**config.mk**
```make
export PLATFORM = sky130hd
export DESIGN_NAME = server_failover_retry_policy
export DESIGN_NICKNAME = d
export VERILOG_FILES = /design/src/hdl/sfrp_pkg.sv /design/src/hdl/sfrp_policy.sv /design/src/hdl/server_failover_retry_policy.sv
export SDC_FILE = /design/constraint.sdc
export NUM_CORES = 1
export LEC_CHECK = 0
export BUFFER_PORTS_ARGS = -buffer_cell sky130_fd_sc_hd__buf_2
export CORE_MARGIN = 4
export CORE_UTILIZATION = 40
export CTS_BUF_LIST = sky130_fd_sc_hd__clkbuf_4 sky130_fd_sc_hd__clkbuf_8 sky130_fd_sc_hd__clkbuf_16
export DETAILED_ROUTE_END_ITERATION = 10
export PLACE_DENSITY = 0.58
export RECOVER_POWER = 50
export SLEW_MARGIN = 10
export SYNTH_ARGS = -nofsm -noshare
export SYNTH_HDL_FRONTEND = slang
export SYNTH_SLANG_ARGS = --single-unit
```
**constraint.sdc**
```tcl
create_clock -name clk_i -period 11.39 [get_ports clk_i]
set_input_delay 1.7085 -clock clk_i [delete_from_list [all_inputs] [get_ports clk_i]]
set_output_delay 1.7085 -clock clk_i [all_outputs]
set_load 0.02 [all_outputs]
```
**src/hdl/sfrp_pkg.sv**
```systemverilog
// shared types and constants of the server failover retry policy block
// no dependencies; used by sfrp_policy and server_failover_retry_policy
package sfrp_pkg;

  localparam int OP_W     = 2;
  localparam int STAT_W   = 3;
  localparam int TIME_W   = 48;
  localparam int SRVF_W   = 3;
  localparam int TMO_W    = 32;
  localparam int DLY_W    = 27;
  localparam int ACT_W    = 3;
  localparam int CNT32_W  = 32;
  localparam int CFG_IDX_W = 3;
  localparam int CFG_DAT_W = 32;

  localparam int IN_DATA_W  = 104;
  localparam int OUT_DATA_W = 64;

  typedef enum logic [OP_W-1:0] {
    OP_START       = 2'd0,
    OP_RESULT      = 2'd1,
    OP_SET_WORKING = 2'd2
  } op_e;

  typedef enum logic [STAT_W-1:0] {
    ST_SUCCESS   = 3'd0,
    ST_HOST_DOWN = 3'd1,
    ST_RESET     = 3'd2,
    ST_TIMED_OUT = 3'd3,
    ST_OTHER     = 3'd4
  } status_e;

  typedef enum logic [ACT_W-1:0] {
    ACT_ISSUE        = 3'd0,
    ACT_DONE_OK      = 3'd1,
    ACT_DONE_EXPIRED = 3'd2,
    ACT_UPDATE_ACK   = 3'd3,
    ACT_IGNORED      = 3'd4
  } action_e;

  localparam logic [CFG_IDX_W-1:0] CFG_BASE_TIMEOUT  = 3'd0;
  localparam logic [CFG_IDX_W-1:0] CFG_MAX_TIMEOUT   = 3'd1;
  localparam logic [CFG_IDX_W-1:0] CFG_FAILS_SWITCH  = 3'd2;
  localparam logic [CFG_IDX_W-1:0] CFG_RETRIES_WAIT  = 3'd3;
  localparam logic [CFG_IDX_W-1:0] CFG_LONG_WAIT     = 3'd4;
  localparam logic [CFG_IDX_W-1:0] CFG_RETRY_IVL     = 3'd5;
  localparam logic [CFG_IDX_W-1:0] CFG_SERVER_COUNT  = 3'd6;

  localparam logic [9:0] US_PER_MS = 10'd1000;

  typedef struct packed {
    logic [31:0] base_timeout_ms;
    logic [31:0] max_timeout_ms;
    logic [15:0] fails_before_switch;
    logic [15:0] retries_before_wait;
    logic [15:0] long_wait_ms;
    logic [23:0] retry_interval_us;
    logic [3:0]  server_count;
  } cfg_t;

  typedef struct packed {
    logic [OP_W-1:0]   operation;
    logic [STAT_W-1:0] status_class;
    logic [TIME_W-1:0] now_ms;
    logic [TIME_W-1:0] budget_ms;
    logic [SRVF_W-1:0] new_working_server;
  } item_t;

  typedef struct packed {
    action_e           action;
    logic [SRVF_W-1:0] server_index;
    logic [TMO_W-1:0]  attempt_timeout_ms;
    logic [DLY_W-1:0]  delay_us;
  } result_t;

  // request bookkeeping apart from the server indexes
  typedef struct packed {
    logic [CNT32_W-1:0] fails_on_server;
    logic [CNT32_W-1:0] retries_total;
    logic [TMO_W-1:0]   current_timeout_ms;
    logic [TIME_W-1:0]  start_time_ms;
    logic [TIME_W-1:0]  retry_budget_ms;
    logic               request_active;
  } req_state_t;

endpackage

```
**src/hdl/sfrp_policy.sv**
```systemverilog
// next-state and result logic for one word of the retry policy
// depends on sfrp_pkg; purely combinational, state registers live in the top level
module sfrp_policy #(
  parameter int MAX_SERVERS = 8,
  parameter int SRV_W       = 3,
  parameter int CW          = 4
) (
  input  sfrp_pkg::cfg_t       cfg_i,
  input  sfrp_pkg::item_t      item_i,
  input  sfrp_pkg::req_state_t st_i,
  input  logic [SRV_W-1:0]     working_i,
  input  logic [SRV_W-1:0]     seen_i,
  input  logic [SRV_W-1:0]     trying_i,
  output sfrp_pkg::req_state_t st_o,
  output logic [SRV_W-1:0]     working_o,
  output logic [SRV_W-1:0]     seen_o,
  output logic [SRV_W-1:0]     trying_o,
  output sfrp_pkg::result_t    res_o
);

  logic [CW-1:0]                eff_count;
  logic [CW-1:0]                sc_ext;
  logic                         unlimited;
  logic                         host_down;
  logic                         link_reset;
  logic                         tmo_status;
  logic [sfrp_pkg::CNT32_W-1:0] retries_inc;
  logic [sfrp_pkg::CNT32_W-1:0] fails_inc;
  logic                         wait_long;
  logic                         fails_hit;
  logic                         change;
  logic                         timed_out;
  logic [sfrp_pkg::TMO_W:0]     dbl;
  logic [sfrp_pkg::TMO_W:0]     clamp_hi;
  logic [sfrp_pkg::TMO_W:0]     clamp_lo;
  logic [CW-1:0]                inc_srv;
  logic [CW-1:0]                wrap_srv;
  logic                         seen_match;
  logic [SRV_W-1:0]             next_srv;
  logic                         same_srv;
  logic [sfrp_pkg::DLY_W-1:0]   long_part;
  logic [sfrp_pkg::DLY_W-1:0]   delay;
  logic [sfrp_pkg::TIME_W-1:0]  elapsed;
  logic                         expired;
  logic [sfrp_pkg::TMO_W-1:0]   cur_next;
  logic [SRV_W+2:0]             trying_ext;
  logic [SRV_W+2:0]             next_ext;

  // ring size, zero taken as one, clamped to the build limit
  assign sc_ext = CW'(cfg_i.server_count);
  always_comb begin
    if (sc_ext == '0) begin
      eff_count = CW'(1);
    end else if (sc_ext > CW'(MAX_SERVERS)) begin
      eff_count = CW'(MAX_SERVERS);
    end else begin
      eff_count = sc_ext;
    end
  end

  assign unlimited  = (st_i.retry_budget_ms == '0);
  assign host_down  = (item_i.status_class == sfrp_pkg::ST_HOST_DOWN);
  assign link_reset = (item_i.status_class == sfrp_pkg::ST_RESET);
  assign tmo_status = (item_i.status_class == sfrp_pkg::ST_TIMED_OUT);

  assign retries_inc = (&st_i.retries_total) ? st_i.retries_total : st_i.retries_total + 1'b1;
  assign fails_inc   = (&st_i.fails_on_server) ? st_i.fails_on_server
                                               : st_i.fails_on_server + 1'b1;
  assign wait_long   = retries_inc > sfrp_pkg::CNT32_W'(cfg_i.retries_before_wait);
  assign fails_hit   = st_i.fails_on_server >= sfrp_pkg::CNT32_W'(cfg_i.fails_before_switch);
  assign change      = !unlimited && (host_down || link_reset || fails_hit);
  assign timed_out   = !unlimited && !change && tmo_status;

  // doubled timeout, upper clamp first so a bad max loses to the base
  assign dbl      = {st_i.current_timeout_ms, 1'b0};
  assign clamp_hi = (dbl > (sfrp_pkg::TMO_W+1)'(cfg_i.max_timeout_ms))
                    ? (sfrp_pkg::TMO_W+1)'(cfg_i.max_timeout_ms) : dbl;
  assign clamp_lo = (clamp_hi < (sfrp_pkg::TMO_W+1)'(cfg_i.base_timeout_ms))
                    ? (sfrp_pkg::TMO_W+1)'(cfg_i.base_timeout_ms) : clamp_hi;

  assign inc_srv    = CW'(trying_i) + CW'(1);
  assign wrap_srv   = (inc_srv >= eff_count) ? '0 : inc_srv;
  assign seen_match = (working_i == seen_i);
  assign next_srv   = !seen_match ? working_i : (change ? SRV_W'(wrap_srv) : trying_i);
  assign same_srv   = (next_srv == trying_i);

  assign long_part = (unlimited && wait_long)
                     ? sfrp_pkg::DLY_W'(cfg_i.long_wait_ms) * sfrp_pkg::DLY_W'(sfrp_pkg::US_PER_MS)
                     : '0;
  assign delay = long_part
               + ((change && host_down) ? sfrp_pkg::DLY_W'(cfg_i.retry_interval_us) : '0)
               + ((same_srv && !timed_out) ? sfrp_pkg::DLY_W'(cfg_i.retry_interval_us) : '0);

  assign cur_next = !same_srv ? cfg_i.base_timeout_ms
                  : (timed_out ? clamp_lo[sfrp_pkg::TMO_W-1:0] : st_i.current_timeout_ms);

  assign elapsed = item_i.now_ms - st_i.start_time_ms;
  assign expired = !unlimited && (elapsed >= st_i.retry_budget_ms);

  // server indexes widened before cutting to the 3-bit result field
  assign trying_ext = (SRV_W+3)'(trying_i);
  assign next_ext   = (SRV_W+3)'(next_srv);

  always_comb begin
    st_o      = st_i;
    working_o = working_i;
    seen_o    = seen_i;
    trying_o  = trying_i;
    res_o     = '{action: sfrp_pkg::ACT_IGNORED, server_index: '0,
                  attempt_timeout_ms: '0, delay_us: '0};
    case (item_i.operation)
      sfrp_pkg::OP_START: begin
        seen_o                  = working_i;
        trying_o                = working_i;
        st_o.fails_on_server    = '0;
        st_o.retries_total      = '0;
        st_o.current_timeout_ms = cfg_i.base_timeout_ms;
        st_o.start_time_ms      = item_i.now_ms;
        st_o.retry_budget_ms    = item_i.budget_ms;
        st_o.request_active     = 1'b1;
        res_o.action             = sfrp_pkg::ACT_ISSUE;
        res_o.server_index       = sfrp_pkg::SRVF_W'((SRV_W+3)'(working_i));
        res_o.attempt_timeout_ms = cfg_i.base_timeout_ms;
      end
      sfrp_pkg::OP_SET_WORKING: begin
        if (CW'(item_i.new_working_server) < eff_count) begin
          working_o          = SRV_W'(item_i.new_working_server);
          res_o.action       = sfrp_pkg::ACT_UPDATE_ACK;
          res_o.server_index = item_i.new_working_server;
        end
      end
      sfrp_pkg::OP_RESULT: begin
        if (st_i.request_active) begin
          if (item_i.status_class == sfrp_pkg::ST_SUCCESS) begin
            working_o           = trying_i;
            st_o.request_active = 1'b0;
            res_o.action        = sfrp_pkg::ACT_DONE_OK;
            res_o.server_index  = trying_ext[sfrp_pkg::SRVF_W-1:0];
          end else begin
            if (unlimited) begin
              st_o.retries_total = retries_inc;
            end
            st_o.fails_on_server    = same_srv ? fails_inc : '0;
            st_o.current_timeout_ms = cur_next;
            seen_o                  = seen_match ? seen_i : working_i;
            trying_o                = next_srv;
            res_o.server_index      = next_ext[sfrp_pkg::SRVF_W-1:0];
            if (expired) begin
              st_o.request_active = 1'b0;
              res_o.action        = sfrp_pkg::ACT_DONE_EXPIRED;
            end else begin
              res_o.action             = sfrp_pkg::ACT_ISSUE;
              res_o.attempt_timeout_ms = cur_next;
              res_o.delay_us           = delay;
            end
          end
        end
      end
      default: begin
        res_o.action = sfrp_pkg::ACT_IGNORED;
      end
    endcase
  end

endmodule

```
**src/hdl/server_failover_retry_policy.sv**
```systemverilog
// Retry policy with server failover and timeout backoff. Each input word (start, attempt
// result, working-server update) yields exactly one result word. Words pass an input
// register and a result register with the policy logic between them: one word per clock
// cycle sustained while the master side is ready. The input register loads on the
// accepting edge and the result register as the word leaves the input register, which
// is also when the policy state updates. A stalled master side holds the word in the
// input register and drops s_axis_tready_o only while both registers are full.
// Configuration writes take effect at the next edge and are meant for times when no
// word is in flight.
// depends on sfrp_pkg and sfrp_policy
module server_failover_retry_policy #(
  parameter int MAX_SERVERS = 8
) (
  input  logic         clk_i,
  input  logic         rst_ni,
  // slave side
  input  logic         s_axis_tvalid_i,
  output logic         s_axis_tready_o,
  // status_class[2:0], now_ms[50:3], budget_ms[98:51], new_working_server[101:99], zero
  input  logic [103:0] s_axis_tdata_i,
  // operation[1:0]
  input  logic [1:0]   s_axis_tuser_i,
  // master side
  output logic         m_axis_tvalid_o,
  input  logic         m_axis_tready_i,
  // server_index[2:0], attempt_timeout_ms[34:3], delay_us[61:35], zero
  output logic [63:0]  m_axis_tdata_o,
  // action[2:0]
  output logic [2:0]   m_axis_tuser_o,
  // configuration
  input  logic         cfg_we_i,
  input  logic [2:0]   cfg_idx_i,
  input  logic [31:0]  cfg_wdata_i
);

  localparam int SRV_W = (MAX_SERVERS > 1) ? $clog2(MAX_SERVERS) : 1;
  localparam int CW    = ($clog2(MAX_SERVERS + 1) > 4) ? $clog2(MAX_SERVERS + 1) : 4;

  sfrp_pkg::cfg_t       cfg_q;
  sfrp_pkg::item_t      in_q;
  logic                 in_valid_q;
  sfrp_pkg::result_t    out_q;
  logic                 out_valid_q;
  sfrp_pkg::req_state_t st_q, st_d;
  logic [SRV_W-1:0]     working_q, working_d;
  logic [SRV_W-1:0]     seen_q, seen_d;
  logic [SRV_W-1:0]     trying_q, trying_d;
  sfrp_pkg::result_t    res_d;
  sfrp_pkg::item_t      in_d;
  logic                 out_load;
  logic                 proc;
  logic                 in_acc;

  assign out_load        = !out_valid_q || m_axis_tready_i;
  assign proc            = in_valid_q && out_load;
  assign s_axis_tready_o = !in_valid_q || out_load;
  assign in_acc          = s_axis_tvalid_i && s_axis_tready_o;

  assign in_d = '{operation:          s_axis_tuser_i,
                  status_class:       s_axis_tdata_i[2:0],
                  now_ms:             s_axis_tdata_i[50:3],
                  budget_ms:          s_axis_tdata_i[98:51],
                  new_working_server: s_axis_tdata_i[101:99]};

  sfrp_policy #(
    .MAX_SERVERS (MAX_SERVERS),
    .SRV_W       (SRV_W),
    .CW          (CW)
  ) u_policy (
    .cfg_i     (cfg_q),
    .item_i    (in_q),
    .st_i      (st_q),
    .working_i (working_q),
    .seen_i    (seen_q),
    .trying_i  (trying_q),
    .st_o      (st_d),
    .working_o (working_d),
    .seen_o    (seen_d),
    .trying_o  (trying_d),
    .res_o     (res_d)
  );

  always_ff @(posedge clk_i or negedge rst_ni) begin
    if (!rst_ni) begin
      cfg_q.base_timeout_ms     <= 32'd500;
      cfg_q.max_timeout_ms      <= 32'd8000;
      cfg_q.fails_before_switch <= 16'd3;
      cfg_q.retries_before_wait <= 16'd10;
      cfg_q.long_wait_ms        <= 16'd1000;
      cfg_q.retry_interval_us   <= 24'd100000;
      cfg_q.server_count        <= 4'd1;
    end else if (cfg_we_i) begin
      case (cfg_idx_i)
        sfrp_pkg::CFG_BASE_TIMEOUT: cfg_q.base_timeout_ms     <= cfg_wdata_i;
        sfrp_pkg::CFG_MAX_TIMEOUT:  cfg_q.max_timeout_ms      <= cfg_wdata_i;
        sfrp_pkg::CFG_FAILS_SWITCH: cfg_q.fails_before_switch <= cfg_wdata_i[15:0];
        sfrp_pkg::CFG_RETRIES_WAIT: cfg_q.retries_before_wait <= cfg_wdata_i[15:0];
        sfrp_pkg::CFG_LONG_WAIT:    cfg_q.long_wait_ms        <= cfg_wdata_i[15:0];
        sfrp_pkg::CFG_RETRY_IVL:    cfg_q.retry_interval_us   <= cfg_wdata_i[23:0];
        sfrp_pkg::CFG_SERVER_COUNT: cfg_q.server_count        <= cfg_wdata_i[3:0];
        default: ;
      endcase
    end
  end

  // policy state moves only when a word leaves the input register
  always_ff @(posedge clk_i or negedge rst_ni) begin
    if (!rst_ni) begin
      st_q      <= '0;
      working_q <= '0;
      seen_q    <= '0;
      trying_q  <= '0;
    end else if (proc) begin
      st_q      <= st_d;
      working_q <= working_d;
      seen_q    <= seen_d;
      trying_q  <= trying_d;
    end
  end

  always_ff @(posedge clk_i or negedge rst_ni) begin
    if (!rst_ni) begin
      in_valid_q  <= 1'b0;
      out_valid_q <= 1'b0;
    end else begin
      if (in_acc) begin
        in_valid_q <= 1'b1;
      end else if (proc) begin
        in_valid_q <= 1'b0;
      end
      if (out_load) begin
        out_valid_q <= in_valid_q;
      end
    end
  end

  always_ff @(posedge clk_i) begin
    if (in_acc) begin
      in_q <= in_d;
    end
    if (proc) begin
      out_q <= res_d;
    end
  end

  assign m_axis_tvalid_o = out_valid_q;
  assign m_axis_tuser_o  = out_q.action;
  assign m_axis_tdata_o  = {2'b00, out_q.delay_us, out_q.attempt_timeout_ms, out_q.server_index};

`ifndef SYNTHESIS
  // only an issued attempt carries a timeout and a pause
  a_idle_fields_zero: assert property (@(posedge clk_i) disable iff (!rst_ni)
    (m_axis_tvalid_o && (m_axis_tuser_o != sfrp_pkg::ACT_ISSUE)) |-> (m_axis_tdata_o[61:3] == '0))
    else $error("non-issue result carries timeout or delay");

  // a request ends only through success or an expired budget
  a_request_end: assert property (@(posedge clk_i) disable iff (!rst_ni)
    $fell(st_q.request_active) |->
      $past(proc && ((res_d.action == sfrp_pkg::ACT_DONE_OK) ||
                     (res_d.action == sfrp_pkg::ACT_DONE_EXPIRED))))
    else $error("request ended without a done result");

  // a processed word always shows up as a result on the next cycle
  a_proc_to_out: assert property (@(posedge clk_i) disable iff (!rst_ni)
    proc |=> m_axis_tvalid_o)
    else $error("processed word lost before the result register");
`endif

endmodule

```
==> results.py <==
metrics = {
    "clock_tree": {
        "root_buffer": "clkbuf_16",
        "htreeDepth": 2,
        "cts_tree": "yes",
        "clockBufferDepth": 3,
        "cts_setup_buffers": 0,
        "insertion_delay_ns": 0.65,
        "cts_hold_buffers": 0,
        "cts_made_buffers": 60,
        "clock-sinks": 513,
        "path_clk_slew_ns": 0.06,
        "cts_resized": 0,
    },
    "synth": {
        "synth_area_leaders": "dfrtp_1 24%, edfxtp_1 16%, ha_1 11%, o21ai_0 5.0%, fa_1 4.7%",
        "syn_avg_cell_area_sq_um": 9.72,
        "synth_area_leader_cell": "dfrtp_1",
        "yosysSeqAreaShare_pct": 42.1,
        "synth_edf_count": 169,
        "ys_warn_count": 0,
        "yosys.area.top_type_share_pct": 24.2,
        "synth_area_sq_mm": 0.0326,
        "synthDistinctLibCells": 86,
        "async_reset_ff_share_pct": 67.1,
        "syn_inst": 3348,
        "ys.flop_type": "dfrtp_1",
        "ys_ff_latch": 513,
    },
    "power": {
        "pwr-share-seq_pct": 25.6,
        "power_density_mw_per_mm2": 268,
        "p_total_mw": 9.89,
        "p_leak_nw": 16.4,
        "internal_power_mw": 5.80,
        "netSwitchingPower_mw": 4.09,
        "vdd_drop_max_v": 0.000178,
        "clkPwrFrac_pct": 22.1,
        "pwr-share-comb_pct": 52.3,
        "p_sw_share_pct": 41.3,
    },
    "critical_path": {
        "end_kind": "register",
        "worstSetupStartpointType": "register",
        "critPathBufInv": 1,
        "critical_path_class": "register to register",
        "crit_required_ns": 11.72,
        "arrival_ns": 9.13,
        "rr_startpoint": "st_q[129]",
        "cp_common_cell": "ha_1",
        "r2r_end": "m_axis_tdata_o[59]",
        "cp_max_fo": 15,
        "crit_family": "simple AND/OR/NAND/NOR gates",
        "rr_worst_depth": 29,
        "cp_slowest_cell": "o41ai_4",
        "critical-path-max-stage-delay_ns": 1.01,
        "critical_path_depth": 29,
        "r2r_slack_ns": 2.59,
    },
    "timing": {
        "slew_viol_final": 534,
        "slew_headroom_pct": -238,
        "hold_viol": 0,
        "finalClockSkew_ns": 0.0300,
        "fin_tns_setup_ns": 0,
        "setup_viol": 0,
        "clock.fmax_ghz": 0.114,
        "worstMarginPinSlew_ns": 5.07,
        "post-route-min-period_ns": 8.80,
        "rsz0062_at_grt": "false",
        "finalCritPeriodShare_pct": 77.2,
    },
    "placed_design": {
        "globalplace.congestion": 0.855,
        "portBuffers": 210,
        "dp_hpwl_mm": 63.2,
    },
    "floorplan": {
        "die_area_sq_mm": 0.0860,
        "rows": 104,
        "ioPinCount": 215,
        "core_sq_mm": 0.0805,
        "start_util_pct": 40.4,
        "fp.dieH_um": 293,
        "die_w_um": 293,
    },
    "worst_hold_path": {
        "whs_path_depth": 2,
        "worstHoldEndpoint": "st_q[31]",
        "hp-class": "register to register",
        "worstHoldStart": "in_q[33]",
    },
    "detailed_routing": {
        "ant_nets": 0,
        "drc": 0,
        "first_pass_iters": 7,
        "routed_wl_mm": 86.9,
        "vias": 24700,
        "via_per_inst": 5.33,
        "drt-wirelength-per-cell_um": 18.8,
        "drt-initial-drc-count": 1715,
    },
    "outcome": {
        "violations": "capacitance limit, slew limit",
        "status": "finished with violations",
    },
    "global_route": {
        "grt_pass1_wl_mm": 137,
        "grt_pass1_vias": 24300,
        "grt.total_usage_pct": 20.0,
        "grt_max_degree": 96,
        "grt_antenna_before_repair": 9,
        "gr-total-overflow": 0,
    },
    "final_layout": {
        "final_common_cell": "nand2_1",
        "layout-drive-gt1-share_pct": 12.2,
        "syn_to_final_growth_pct": 13.2,
        "fin_nets": 4016,
        "layout_common_cells": "406 x nand2_1, 360 x inv_1, 324 x o21ai_0",
    },
    "job": {
        "drv_cap": 9,
    },
}
[worst min-delay path: cells and delay by family, from the launching register on]
family	cells	cell delay, ns
AND/OR/NAND/NOR	1	0.04
flip-flops	1	0.31
AO/OA/AOI/OAI	1	0.06
[through the flow]
stage	worst slack [ns]	hold WS [ns]	util (%)	area [sq um]	std cells
floorplan	4.51	0.415	-	32600	3349
finish	2.59	0.453	45.7	36800	4631
global placement	2.74	0.435	43.1	34700	4514
detailed placement	2.70	0.444	43.1	34700	4514
CTS	2.67	0.458	45.9	36900	4628
global route	1.37	0.497	45.7	36800	4630
[flip-flops by register name (all words and copies together), names as in the netlist]
register and cells:
working_q 3, trying_q 3, seen_q 3, m_axis_tvalid_o 1, st_q 193, cfg_q 140
m_axis_tdata_o 62, in_valid_q 1, m_axis_tuser_o 3, in_q 104
[metal layers]
layer  vias up  track usage, %  part of all wire (%)
li1      12200               -                     -
met5         -               0                     0
met4         0            5.40                   2.6
met2       582            33.3                    46
met3       119            2.99                   5.0
met1     11800            27.5                    46
[synthesized netlist by cell type (25+ instances only)]
master	instances
a211oi_1	28
a21o_1	58
a21oi_1	128
a31oi_1	27
and2_1	49
and3_1	37
clkbuf_1	108
dfrtp_1	315
dfstp_2	29
edfxtp_1	169
fa_1	77
ha_1	277
inv_1	361
mux2_2	54
mux2i_1	71
nand2_1	406
nand3_1	71
nand4_1	50
nor2_1	123
nor2b_1	25
nor3_1	59
nor4_1	25
o21ai_0	326
o221ai_1	67
o31ai_1	31
xnor2_1	53
xor2_1	42
[layout make-up]
class / instances / area, sq um
multi-input cells: 2339 / 17000
flip-flops and latches: 513 / 13700
repair buffers: 240 / 1210
clock buffers: 76 / 1660
inverters: 362 / 1360
clock inverters: 38 / 592
diodes: 3 / 7.51
fillers: 7707 / 43700
well taps: 1060 / 1330
[worst max-delay path by stage]
stage	start	end	slack, ns
finish	st_q[129]	m_axis_tdata_o[59]	2.59
global placement	st_q[129]	m_axis_tdata_o[59]	2.74
detailed placement	st_q[129]	m_axis_tdata_o[59]	2.70
floorplan	st_q[135]	m_axis_tdata_o[59]	4.51
global route	rst_ni	st_q[109]	1.37
CTS	st_q[129]	m_axis_tdata_o[59]	2.67
[power groups by stage]
stage          combinational, mW  clock (mW)  sequential [mW]
5_1_grt                     5.94        2.32             2.57
4_1_cts                     5.21        2.24             2.53
3_3_place_gp                5.15           0             2.55
3_5_place_dp                5.17           0             2.56
6_report                    5.17        2.19             2.53
2_1_floorplan               4.00           0             2.51
[logic make-up after synthesis]
group,Yosys count,share of synthesized area [%]
xor+xnor,95,2.56
other cells,1,0.0115
compound gates,809,15.8
fa+ha+maj,354,15.4
flops,513,42.1
mux,125,4.05
simple gates,954,14.2
buf+inv,497,5.88
(Power assumes the default switching activity.)
